### config.mk
export PLATFORM = sky130hd
export DESIGN_NAME = utf8_byte_stream_decoder_unit
export DESIGN_NICKNAME = d
export VERILOG_FILES = /design/src/hw/rtl/u8d_pkg.sv /design/src/hw/rtl/u8d_core.sv /design/src/hw/rtl/utf8_byte_stream_decoder_unit.sv
export SDC_FILE = /design/constraint.sdc
export NUM_CORES = 1
export LEC_CHECK = 0
export BUFFER_PORTS_ARGS = -buffer_cell sky130_fd_sc_hd__buf_2
export CELL_PAD_IN_SITES_DETAIL_PLACEMENT = 1
export CELL_PAD_IN_SITES_GLOBAL_PLACEMENT = 1
export CORE_MARGIN = 2
export CORE_UTILIZATION = 47
export DETAILED_ROUTE_END_ITERATION = 7
export PLACE_DENSITY_LB_ADDON = 0.1
export SKIP_CTS_REPAIR_TIMING = 1
export SYNTH_ARGS = -nofsm -noshare
export SYNTH_HDL_FRONTEND = slang
export SYNTH_HIERARCHICAL = 1
export SYNTH_SLANG_ARGS = --single-unit
### constraint.sdc
create_clock -name clk -period 3.89 [get_ports clk]
set_input_delay 0.389 -clock clk [delete_from_list [all_inputs] [get_ports clk]]
set_output_delay 0.389 -clock clk [all_outputs]
set_load 0.005 [all_outputs]
### src/hw/rtl/u8d_pkg.sv
package u8d_pkg;

  localparam int unsigned ByteW = 8;
  localparam int unsigned CpW   = 21;
  localparam int unsigned PendW = 2;

  // bits of payload carried by one continuation byte
  localparam int unsigned ContBits = 6;

  // lead byte prefixes
  localparam logic [2:0] Lead2Prefix = 3'b110;
  localparam logic [3:0] Lead3Prefix = 4'b1110;

  // continuation bytes still expected after each lead form
  localparam logic [PendW-1:0] PendNone  = 2'd0;
  localparam logic [PendW-1:0] PendAfter2 = 2'd1;
  localparam logic [PendW-1:0] PendAfter3 = 2'd2;
  localparam logic [PendW-1:0] PendAfter4 = 2'd3;

  // result of one decode step, from core to top
  typedef struct packed {
    logic           emit;
    logic [CpW-1:0] code_point;
  } u8d_res_t;

endpackage

### src/hw/rtl/u8d_core.sv
module u8d_core (
  input  logic                      clk,
  input  logic                      rst,
  input  logic                      step_en,
  input  logic [u8d_pkg::ByteW-1:0] byte_in,
  output u8d_pkg::u8d_res_t         res
);

  logic [u8d_pkg::PendW-1:0] bytes_pending;
  logic [u8d_pkg::PendW-1:0] bytes_pending_next;
  logic [u8d_pkg::CpW-1:0]   partial_point;
  logic [u8d_pkg::CpW-1:0]   partial_point_next;
  logic [u8d_pkg::CpW-1:0]   shifted;
  logic [u8d_pkg::PendW-1:0] pend_dec;

  // partial code point with the next six payload bits shifted in
  assign shifted  = {partial_point[u8d_pkg::CpW-u8d_pkg::ContBits-1:0],
                     byte_in[u8d_pkg::ContBits-1:0]};
  assign pend_dec = bytes_pending - 2'd1;

  // decode one byte against the open sequence
  always_comb begin
    res.emit           = 1'b0;
    res.code_point     = '0;
    bytes_pending_next = bytes_pending;
    partial_point_next = partial_point;
    if (bytes_pending == u8d_pkg::PendNone) begin
      if (!byte_in[7]) begin
        // single byte word
        res.emit       = 1'b1;
        res.code_point = {13'd0, byte_in};
      end else if (byte_in[7:5] == u8d_pkg::Lead2Prefix) begin
        partial_point_next = {16'd0, byte_in[4:0]};
        bytes_pending_next = u8d_pkg::PendAfter2;
      end else if (byte_in[7:4] == u8d_pkg::Lead3Prefix) begin
        partial_point_next = {17'd0, byte_in[3:0]};
        bytes_pending_next = u8d_pkg::PendAfter3;
      end else begin
        // four byte lead, also stray continuation and f8-ff
        partial_point_next = {18'd0, byte_in[2:0]};
        bytes_pending_next = u8d_pkg::PendAfter4;
      end
    end else begin
      // continuation, not checked
      bytes_pending_next = pend_dec;
      if (pend_dec == u8d_pkg::PendNone) begin
        res.emit           = 1'b1;
        res.code_point     = shifted;
        partial_point_next = '0;
      end else begin
        partial_point_next = shifted;
      end
    end
  end

  // sequence state
  always_ff @(posedge clk) begin
    if (rst) begin
      bytes_pending <= u8d_pkg::PendNone;
      partial_point <= '0;
    end else if (step_en) begin
      bytes_pending <= bytes_pending_next;
      partial_point <= partial_point_next;
    end
  end

  // partial value never outgrows what the open sequence allows
  a_idle_clear: assert property (@(posedge clk) disable iff (rst)
    bytes_pending == u8d_pkg::PendNone |-> partial_point == '0)
    else $error("partial point not cleared with no open sequence");

  a_partial_bound: assert property (@(posedge clk) disable iff (rst)
    (bytes_pending != u8d_pkg::PendAfter4 || partial_point[20:3] == '0) &&
    (bytes_pending != u8d_pkg::PendAfter3 || partial_point[20:9] == '0) &&
    (bytes_pending != u8d_pkg::PendAfter2 || partial_point[20:15] == '0))
    else $error("partial point wider than the open sequence allows");

endmodule

### src/hw/rtl/utf8_byte_stream_decoder_unit.sv
// a byte is held in the input register, and the code point it completes goes to the result register
// throughput: one byte per cycle while the output side keeps up
// a byte that completes no code point never waits on out_ready
// the single decode step sits between the input register and the result register
// reset (rst, synchronous) empties both registers and closes any open sequence
module utf8_byte_stream_decoder_unit (
  input  logic                      clk,
  input  logic                      rst,
  input  logic                      in_valid,
  output logic                      in_ready,
  input  logic [u8d_pkg::ByteW-1:0] in_byte,
  output logic                      out_valid,
  input  logic                      out_ready,
  output logic [u8d_pkg::CpW-1:0]   code_point
);

  logic                      in_q_valid;
  logic [u8d_pkg::ByteW-1:0] in_q_byte;
  logic                      advance;
  u8d_pkg::u8d_res_t         res;

  u8d_core u_core (
    .clk     (clk),
    .rst     (rst),
    .step_en (advance),
    .byte_in (in_q_byte),
    .res     (res)
  );

  // step moves when the result slot is free or nothing is emitted
  assign advance  = in_q_valid && (!res.emit || !out_valid || out_ready);
  assign in_ready = !in_q_valid || advance;

  // input register
  always_ff @(posedge clk) begin
    if (rst) begin
      in_q_valid <= 1'b0;
    end else if (in_ready) begin
      in_q_valid <= in_valid;
    end
  end

  always_ff @(posedge clk) begin
    if (in_valid && in_ready) begin
      in_q_byte <= in_byte;
    end
  end

  // result register
  always_ff @(posedge clk) begin
    if (rst) begin
      out_valid <= 1'b0;
    end else if (advance && res.emit) begin
      out_valid <= 1'b1;
    end else if (out_ready) begin
      out_valid <= 1'b0;
    end
  end

  always_ff @(posedge clk) begin
    if (advance && res.emit) begin
      code_point <= res.code_point;
    end
  end

  a_emit_lands: assert property (@(posedge clk) disable iff (rst)
    advance && res.emit |=> out_valid)
    else $error("emitted code point did not reach the result register");

  a_no_overwrite: assert property (@(posedge clk) disable iff (rst)
    out_valid && !out_ready && res.emit |-> !advance)
    else $error("pending word overwritten in the result register");

  a_empty_ready: assert property (@(posedge clk) disable iff (rst)
    !in_q_valid |-> in_ready)
    else $error("input register empty but not ready");

endmodule

# Yosys cells after proc, flatten, opt, wreduce, memory -nomap -nowiden
# Cells that the tools add are included.
# totals
word_cells	37
regBits	48
# classes
eq_ne	3
n_reduce_logical	13
muxes	14
add_sub_neg	1
# op_table
operator	n
two-way mux 22 bit	3
two-way mux 15 bit	3
two-way mux 2 bit	3
two-way mux 5 bit	1
equality test 4 bit (second input constant)	1
logical NOT 2 bit	2
two-way mux 4 bit	1
equality test 3 bit (second input constant)	1
logical AND 1 bit	3
logical NOT 1 bit	3
logical OR 1 bit	3
two-way mux 1 bit	3
inequality test 2 bit (second input constant)	1
AND reduction 2 bit	1
nonzero test 2 bit	1
subtractor 2 x 1 -> 2 bit (second input constant)	1

# Depth between registers and ports, before layout
# Gate-level depths: netlist of the first run.
# depth
ltp_word	10
depth_mapped	8

# Hierarchy
# Netlist of the first run, hierarchy kept.
# by_module_without_submodules
mod	n_inst	area_each_um2	cells_each
utf8_byte_stream_decoder_unit	1	974.7	41
u8d_core	1	934.6	109

# Worst setup path after synthesis of the first run
# Ideal clock, no wire load.
# synth_timing
kind	register to register
from	reg in_q_byte[7] in the netlist's numbering
to	reg code_point[0] in the netlist's numbering, enable pin
setup_slack_ps	1500
path_stages_with_launch	5
setup_ps	399
n_path_buf	0
synth_period_minus_slack_ps	2390
required_time_ps	3491
arrival_ps	1992
path_cell_list	edfxtp_1 -> and2b_4 -> nor2_1 -> nand2_1 -> nor2_1
# synth_rtl
element	line	source
start: declaration	utf8_byte_stream_decoder_unit.sv:18	logic [u8d_pkg::ByteW-1:0] in_q_byte;
start signal: assignment	utf8_byte_stream_decoder_unit.sv:45	in_q_byte <= in_byte;
end signal: assignment	utf8_byte_stream_decoder_unit.sv:62	code_point <= res.code_point;
end: declaration	utf8_byte_stream_decoder_unit.sv:14	output logic [u8d_pkg::CpW-1:0] code_point

==> metrics, run 1 <==
port buffer count 34; first-pass GRT wire length 5.93 mm; Ports 35; TritonCTS clock tree yes; Final Power 908 µW; Worst Setup End Kind flop; Worst-path clk slew 80 ps; Seq/Total Area, Yosys 65.5%; fin worst setup slack 1640 ps; outcome completed; RSZ-0062 raised after global routing no; area delta synth->final 15.1%; Synth cell types 35; Clk Latency, worst-skew pair 300 ps; Pleak 0.821 nW; clock root cell clkbuf_8; Synth Register Bits 48; Slew HR 44.9%; DP HPWL 2.57 mm; Critical Path Fanout Max 25; share of cells above drive strength 1 32.8%; dpl cells 228; most common cell after layout, fill and taps aside buf_2; Synth Area per Inst 12.7 µm²; Worst Tran Pin Value 826 ps; clock sink total 48; nets 197; DRC Markers 0; Die Span X 67.7 µm; CTS Buffer Depth 2; Setup WS pre-CTS 1610 ps; top_reg_cell synth edfxtp_1; Setup violations, final 0; mapped cell area 1910 µm²; Arr. time, crit path 2470 ps; Row Count 23; Antenna Nets Post-Route 0; PwrDens 413 nW/µm²; CP required 4100 ps; Worst Path Class, Setup reg2reg; Peak VDD IR 0.248 mV; Non-Filler Instances 236; WL final 3.61 mm; skew final 6.05 ps; yosys synthesis warning count 6; core area 3940 µm²; vias in the first global route 1261; Total GRT Usage 18.2%; Synth area leader edfxtp_1; number of enable-type register cells in the synthesized netlist 29; Pre-Repair DR Iteration Count 4; minimum clock period 2250 ps; r2r setup slk 1640 ps; Initial Utilization 48.4%; top-area cell type share of the netlist area 45.6%; largest net degree at the start of global routing 26; via count 1253; synth top area cells edfxtp_1 (46%), dfxtp_1 (20%), and2_1 (6.6%), a21oi_2 (3.7%), nand2_1 (2.4%); Die Area 4590 µm²; vias per inst 5.31; Post-synth ARST share 0%; grt ovf 0; Max Slew Vio Count 0; syn_nets 162; Fin Setup TNS 0 ps; gpl congestion 0.702; initial antenna violation count 0; Fmax 0.444 GHz; 1st-iter DRT viols 67; most frequent cells in the layout buf_2 (34), edfxtp_1 (29), and2_1 (20); Hold WC Path Type in2reg; Die Span Y 67.7 µm; # diodes 0; cells after synthesis 150; H-tree depth 2; crit path launch type flop; Final Hold Vio Count 0; cts bufs inserted 5; fin crit share 58.0%; maxcap violations 0; Routed WL per cell 15.3 µm
==> registers in the layout, indices dropped and copies added, names as in the netlist <==
register and count:
code_point 21, in_q_byte 8, in_q_valid 1, out_valid 1, u_core/bytes_pending 2, u_core/partial_point 15
==> logic make-up after synthesis <==
kind of cell	Yosys count	synth area share, %
AO/OA/AOI/OAI	31	13.4
flip-flops	48	65.5
buffers and inverters	10	2.56
AND/OR/NAND/NOR	61	18.5
==> path summary, 6_finish.rpt <==
path,start,endpoint,cells past startpoint
setup reg to reg,u_core/bytes_pending[1],u_core/partial_point[3],5
setup / recovery,u_core/bytes_pending[1],u_core/partial_point[3],5
hold reg to reg,u_core/partial_point[9],u_core/partial_point[9],2
hold / removal,in_byte[1],in_q_byte[1],1
==> critical path, stage by stage (launching register included) <==
cell and delay (ps):
dfxtp_1 860, nor2_1 290, a21boi_1 200, buf_4 240, o31ai_4 210, o41ai_2 360
==> synth_stat cells (all sizes together), types with 3 or more instances <==
library cell / number
nor2: 5
o211ai: 4
a21oi: 16
nand2: 14
buf: 5
and2: 20
dfxtp: 19
clkbuf: 3
and2b: 4
edfxtp: 29
nand3: 8
==> routing by layer <==
| metal | vias up | wire [µm] | GRT usage (%) |
|---|---|---|---|
| met4 | 0 | 53 | 6.89 |
| met5 | - | 0 | 0 |
| met1 | 604 | 1460 | 21.3 |
| li1 | 604 | - | - |
| met3 | 8 | 196 | 6.00 |
| met2 | 37 | 1900 | 30.8 |
==> power breakdown <==
part	total [mW]	switching, mW	internal (mW)
Clock	0.281	0.155	0.126
Combinational	0.0588	0.0347	0.0241
Sequential	0.569	0.0140	0.555
==> final cells by class <==
cell class / count / area (µm²)
Fill cell: 419 / 1750
Sequential cell: 48 / 1250
Multi-Input combinational cell: 92 / 609
Timing Repair Buffer: 36 / 185
Clock buffer: 7 / 76.3
Tap cell: 50 / 62.6
Inverter: 2 / 7.51
Clock inverter: 1 / 5.00
==> stage by stage <==
| stage | instance area, µm² | hold slack, ps | util [%] |
|---|---|---|---|
| after CTS | 2200 | 253 | 55.7 |
| after global routing | 2200 | 242 | 55.7 |
| after global placement | 2120 | 443 | 53.7 |
| after floorplan | 1910 | 427 | - |
| after detailed placement | 2120 | 451 | 53.7 |
| final | 2200 | 261 | 55.7 |
(Power assumes the default switching activity.)
==> run 2: changes to the inputs <==
Settings changed: ABC_AREA set to 1, CORE_UTILIZATION 47 to 41.
Clock period 3.89 ns to 2.2 ns, I/O delays scaled along.
==> run 2 against run 1 <==
Final cell count rose by 19%. Largest power group unchanged. Utilization is 5.0 points lower. Design area grew 1.3%. Worst hold slack got worse by 170 ps.
==> metrics, run 2 <==
outcome completed; largest register by flop count code_point; fin crit share 86.2%; Worst Path Buf+Inv 3; Worst Path Class, Setup reg2reg; share of cells above drive strength 1 21.7%; Die Span X 71.8 µm; Top Registers code_point x21, u_core/partial_point x15, in_q_byte x8; cell mode on critical path inv_1; core area 4380 µm²; Worst Tran Pin Value 493 ps; r2r setup slk 300 ps; crit path cell chain inv_1 -> o21ai_0 -> inv_1 -> a31oi_1 -> inv_1 -> a21oi_4 -> nand3_1 -> a21oi_1; Antenna Nets Post-Route 0; cells after synthesis 192; Min-Delay Endpoint in_q_byte[1]; # diodes 0; max incr delay on CP 370 ps; top_reg_cell synth edfxtp_1; synth top area cells edfxtp_1 (46%), dfxtp_1 (20%), inv_1 (7.0%), nand2_1 (5.8%), nand3_1 (5.6%); most frequent cells in the layout inv_1 (35), buf_2 (34), nand2_1 (29), edfxtp_1 (29), nor2_1 (26); Reg2Reg Launch Point in_q_byte[7]; 1st-iter DRT viols 85; Initial Utilization 43.0%; first-pass GRT wire length 6.49 mm; Final Power 1.71 mW; clock sink total 48; port buffer count 34; Slew HR 67.0%; most common cell after layout, fill and taps aside inv_1; Setup WS pre-CTS 210 ps; worst reg2reg path endpoint u_core/partial_point[7]; cts bufs inserted 5; TritonCTS clock tree yes; Synth area leader edfxtp_1; largest net degree at the start of global routing 19; Fin Setup TNS 0 ps; skew final 4.65 ps; Crit path max-delay family compound AO/OA/AOI/OAI gates; vias in the first global route 1366; Synth Area per Inst 9.81 µm²; DP HPWL 2.64 mm; minimum clock period 1900 ps; Fillers 512; Final Hold Vio Count 0; gpl congestion 0.763; fin worst setup slack 303 ps; Non-Filler Instances 282; Worst Reg2Reg Path Length in Cells 8; Placed Area 2120 µm²; maxcap violations 0; Ports 35; Worst Setup End Kind flop; Pleak 0.894 nW; Synth Register Bits 48; Row Count 24; H-tree depth 2; Total GRT Usage 16.6%; CP required 2430 ps; final instance area 2230 µm²; Hold WC Path Type in2reg; clock root cell clkbuf_8; slowest CP cell edfxtp_1; DRC Markers 0; grt ovf 0; CTS Buffer Depth 2; min-delay src in_byte[1]; top-count cell post-synth inv_1; Synth cell types 17; Clk Latency, worst-skew pair 300 ps; crit path launch type flop; syn_nets 204; initial antenna violation count 0; vias per inst 4.80; Routed WL per cell 13.6 µm; Pre-Repair DR Iteration Count 4; worst hold stages 1; Synth top cells by count inv_1 (35), edfxtp_1 (29), nand2_1 (29); Hold WS 91.5 ps; top-area cell type share of the netlist area 46.2%; dpl cells 274; PwrDens 769 nW/µm²; Worst-path clk slew 90 ps; area delta synth->final 18.1%; number of flip-flops in the largest register 21; nets 241; Seq/Total Area, Yosys 66.4%; Die Area 5150 µm²; Max Slew Vio Count 0; Peak VDD IR 0.331 mV; Fmax 0.527 GHz; mapped cell area 1880 µm²; yosys synthesis warning count 6; Arr. time, crit path 2130 ps; WL final 3.83 mm; final core occ 50.8%; Die Span Y 71.8 µm; RSZ-0062 raised after global routing no; number of enable-type register cells in the synthesized netlist 29; Setup violations, final 0; Post-synth ARST share 0%; Critical Path Fanout Max 13; via count 1354
## run 2: layout make-up
type,count,area [µm²],share of cell area (%)
clock buffers,7,97.6,4.38
clock inverters,1,5.00,0.225
inverters,35,131,5.90
multi-input cells,101,463,20.8
flip-flops and latches,48,1250,56.2
well taps,52,65.1,2.92
repair buffers,38,213,9.56
## run 2: worst register-to-register path, delay by kind of cell, from the launching register on
kind / cells / cell delay, ps
buffers and inverters: 3 / 380
AOI/OAI and AO/OA: 4 / 950
and+or+nand+nor: 1 / 140
DFF: 1 / 370
## run 2: logic make-up after synthesis
family / synth area share [%]
simple gates: 17.9
buf+inv: 9.43
compound gates: 6.31
flops: 66.4
## run 2: worst max-delay path by stage
stage                 start  depth (start not counted)                  endpoint  slack, ps
4_1_cts        in_q_byte[7]                          8   u_core/partial_point[7]        170
3_3_place_gp   in_q_byte[7]                          9   u_core/bytes_pending[1]        340
3_5_place_dp   in_q_byte[7]                          8   u_core/partial_point[7]        210
2_1_floorplan  in_q_byte[7]                         11  u_core/partial_point[13]        370
5_1_grt        in_q_byte[7]                          8   u_core/partial_point[7]         50
6_report       in_q_byte[7]                          8   u_core/partial_point[7]        300
## run 2: metal layers
layer / part of all wire [%] / vias up / track usage [%]
li1: - / 683 / -
met1: 44 / 636 / 18.8
met2: 50 / 28 / 28.8
met3: 3.7 / 7 / 3.94
met4: 2.3 / 0 / 9.01
met5: 0 / - / 0
## run 2: report_power, final
part | switching [mW] | internal [mW] | total (mW) | leakage (nW)
sequential | 0.0156 | 0.983 | 0.999 | 0.433
combinational | 0.0872 | 0.0447 | 0.132 | 0.408
clock | 0.289 | 0.292 | 0.581 | 0.0534
==> run 3: changes to the inputs <==
Settings changed: ABC_AREA 1 to not set, CORE_UTILIZATION 41 to 43.
==> run 3 against run 2 <==
Sequential cell count unchanged. Final cell count down 15%. Count of clock-buffer cells in the layout unchanged. Die area down 3.2%. Sequential power about the same. Combinational power down 12%. Worst setup slack worse by 91 ps. Total power down 6.2%. Critical path depth down 1. Non-clock buffer count unchanged. Register-to-register slack worse by 90 ps. Critical path type unchanged.
==> metrics, run 3 (same netlist as run 1, synthesis figures left out) <==
outcome completed; clock root cell clkbuf_8; worst hold stages 1; initial antenna violation count 0; skew final 5.22 ps; Ports 35; Initial Utilization 44.2%; Worst Tran Pin Value 698 ps; 1st-iter DRT viols 28; gpl congestion 0.718; Antenna Nets Post-Route 0; Worst Reg2Reg Path Length in Cells 7; share of cells above drive strength 1 34.0%; DRC Markers 0; Row Count 24; Worst Setup End Kind flop; most frequent cells in the layout buf_2 (34), edfxtp_1 (29), and2_1 (20); via count 1240; core area 4320 µm²; Top Registers code_point x21, u_core/partial_point x15, in_q_byte x8; Final Power 1.61 mW; Setup violations, final 0; Critical Path Fanout Max 17; Total GRT Usage 15.8%; Worst Path Class, Setup reg2reg; Slew HR 53.4%; maxcap violations 0; largest register by flop count code_point; Peak VDD IR 0.375 mV; cts bufs inserted 5; CP required 2370 ps; Routed WL per cell 14.6 µm; largest net degree at the start of global routing 25; # diodes 0; fin worst setup slack 212 ps; Die Span X 70.6 µm; crit path launch type flop; dpl cells 232; Hold WC Path Type in2reg; RSZ-0062 raised after global routing no; vias per inst 5.17; PwrDens 724 nW/µm²; Non-Filler Instances 240; area delta synth->final 16.1%; nets 199; Pre-Repair DR Iteration Count 4; Fmax 0.503 GHz; port buffer count 34; Pleak 0.831 nW; fin crit share 90.4%; clock sink total 48; WL final 3.49 mm; most common cell after layout, fill and taps aside buf_2; vias in the first global route 1276; TritonCTS clock tree yes; Worst-path clk slew 80 ps; Final Hold Vio Count 0; Die Area 4990 µm²; final core occ 51.3%; CTS Buffer Depth 2; Clk Latency, worst-skew pair 300 ps; Arr. time, crit path 2150 ps; H-tree depth 2; grt ovf 0; number of flip-flops in the largest register 21; DP HPWL 2.52 mm; Max Slew Vio Count 0; Die Span Y 70.6 µm; Setup WS pre-CTS 245 ps; first-pass GRT wire length 6.00 mm; minimum clock period 1990 ps; Fin Setup TNS 0 ps
## run 3: worst paths after layout
kind	from	slack [ps]	endpoint
max	u_core/bytes_pending[0]	210	u_core/bytes_pending[1]
max reg2reg	u_core/bytes_pending[0]	210	u_core/bytes_pending[1]
min reg2reg	u_core/partial_point[9]	450	u_core/partial_point[9]
min	in_byte[1]	90	in_q_byte[1]
## run 3: metrics by stage
stage               area (µm²)  hold WS (ps)
finish                    2220          90.2
floorplan                 1910           289
global placement          2140           396
detailed placement        2140           399
global route              2220          77.1
CTS                       2220          82.5
## run 3: final cells by class
cell class / instances / area [µm²]
flip-flops and latches: 48 / 1250
well taps: 52 / 65.1
clock buffers: 7 / 76.3
repair buffers: 38 / 200
clock inverters: 1 / 5.00
fillers: 478 / 2110
inverters: 2 / 7.51
multi-input cells: 92 / 612
## run 3: where the power goes
group / internal [mW] / switching [mW] / leakage [nW]
registers: 0.980 / 0.0158 / 0.433
clock network: 0.223 / 0.269 / 0.0422
logic: 0.0452 / 0.0713 / 0.355
## run 3: critical path: stages, from the launching register on
cell,delay (ps)
dfxtp_1,460
and2b_4,250
nor2_1,340
a21boi_1,110
buf_4,220
and2b_2,230
a21oi_1,180
a211oi_1,70
## run 3: metal layers
| layer | vias up | wire length [µm] | global-route usage [%] |
|---|---|---|---|
| met5 | - | 0 | 0 |
| met4 | 0 | 68 | 6.71 |
| met2 | 29 | 1840 | 27.1 |
| li1 | 608 | - | - |
| met1 | 598 | 1430 | 18.1 |
| met3 | 5 | 153 | 5.13 |
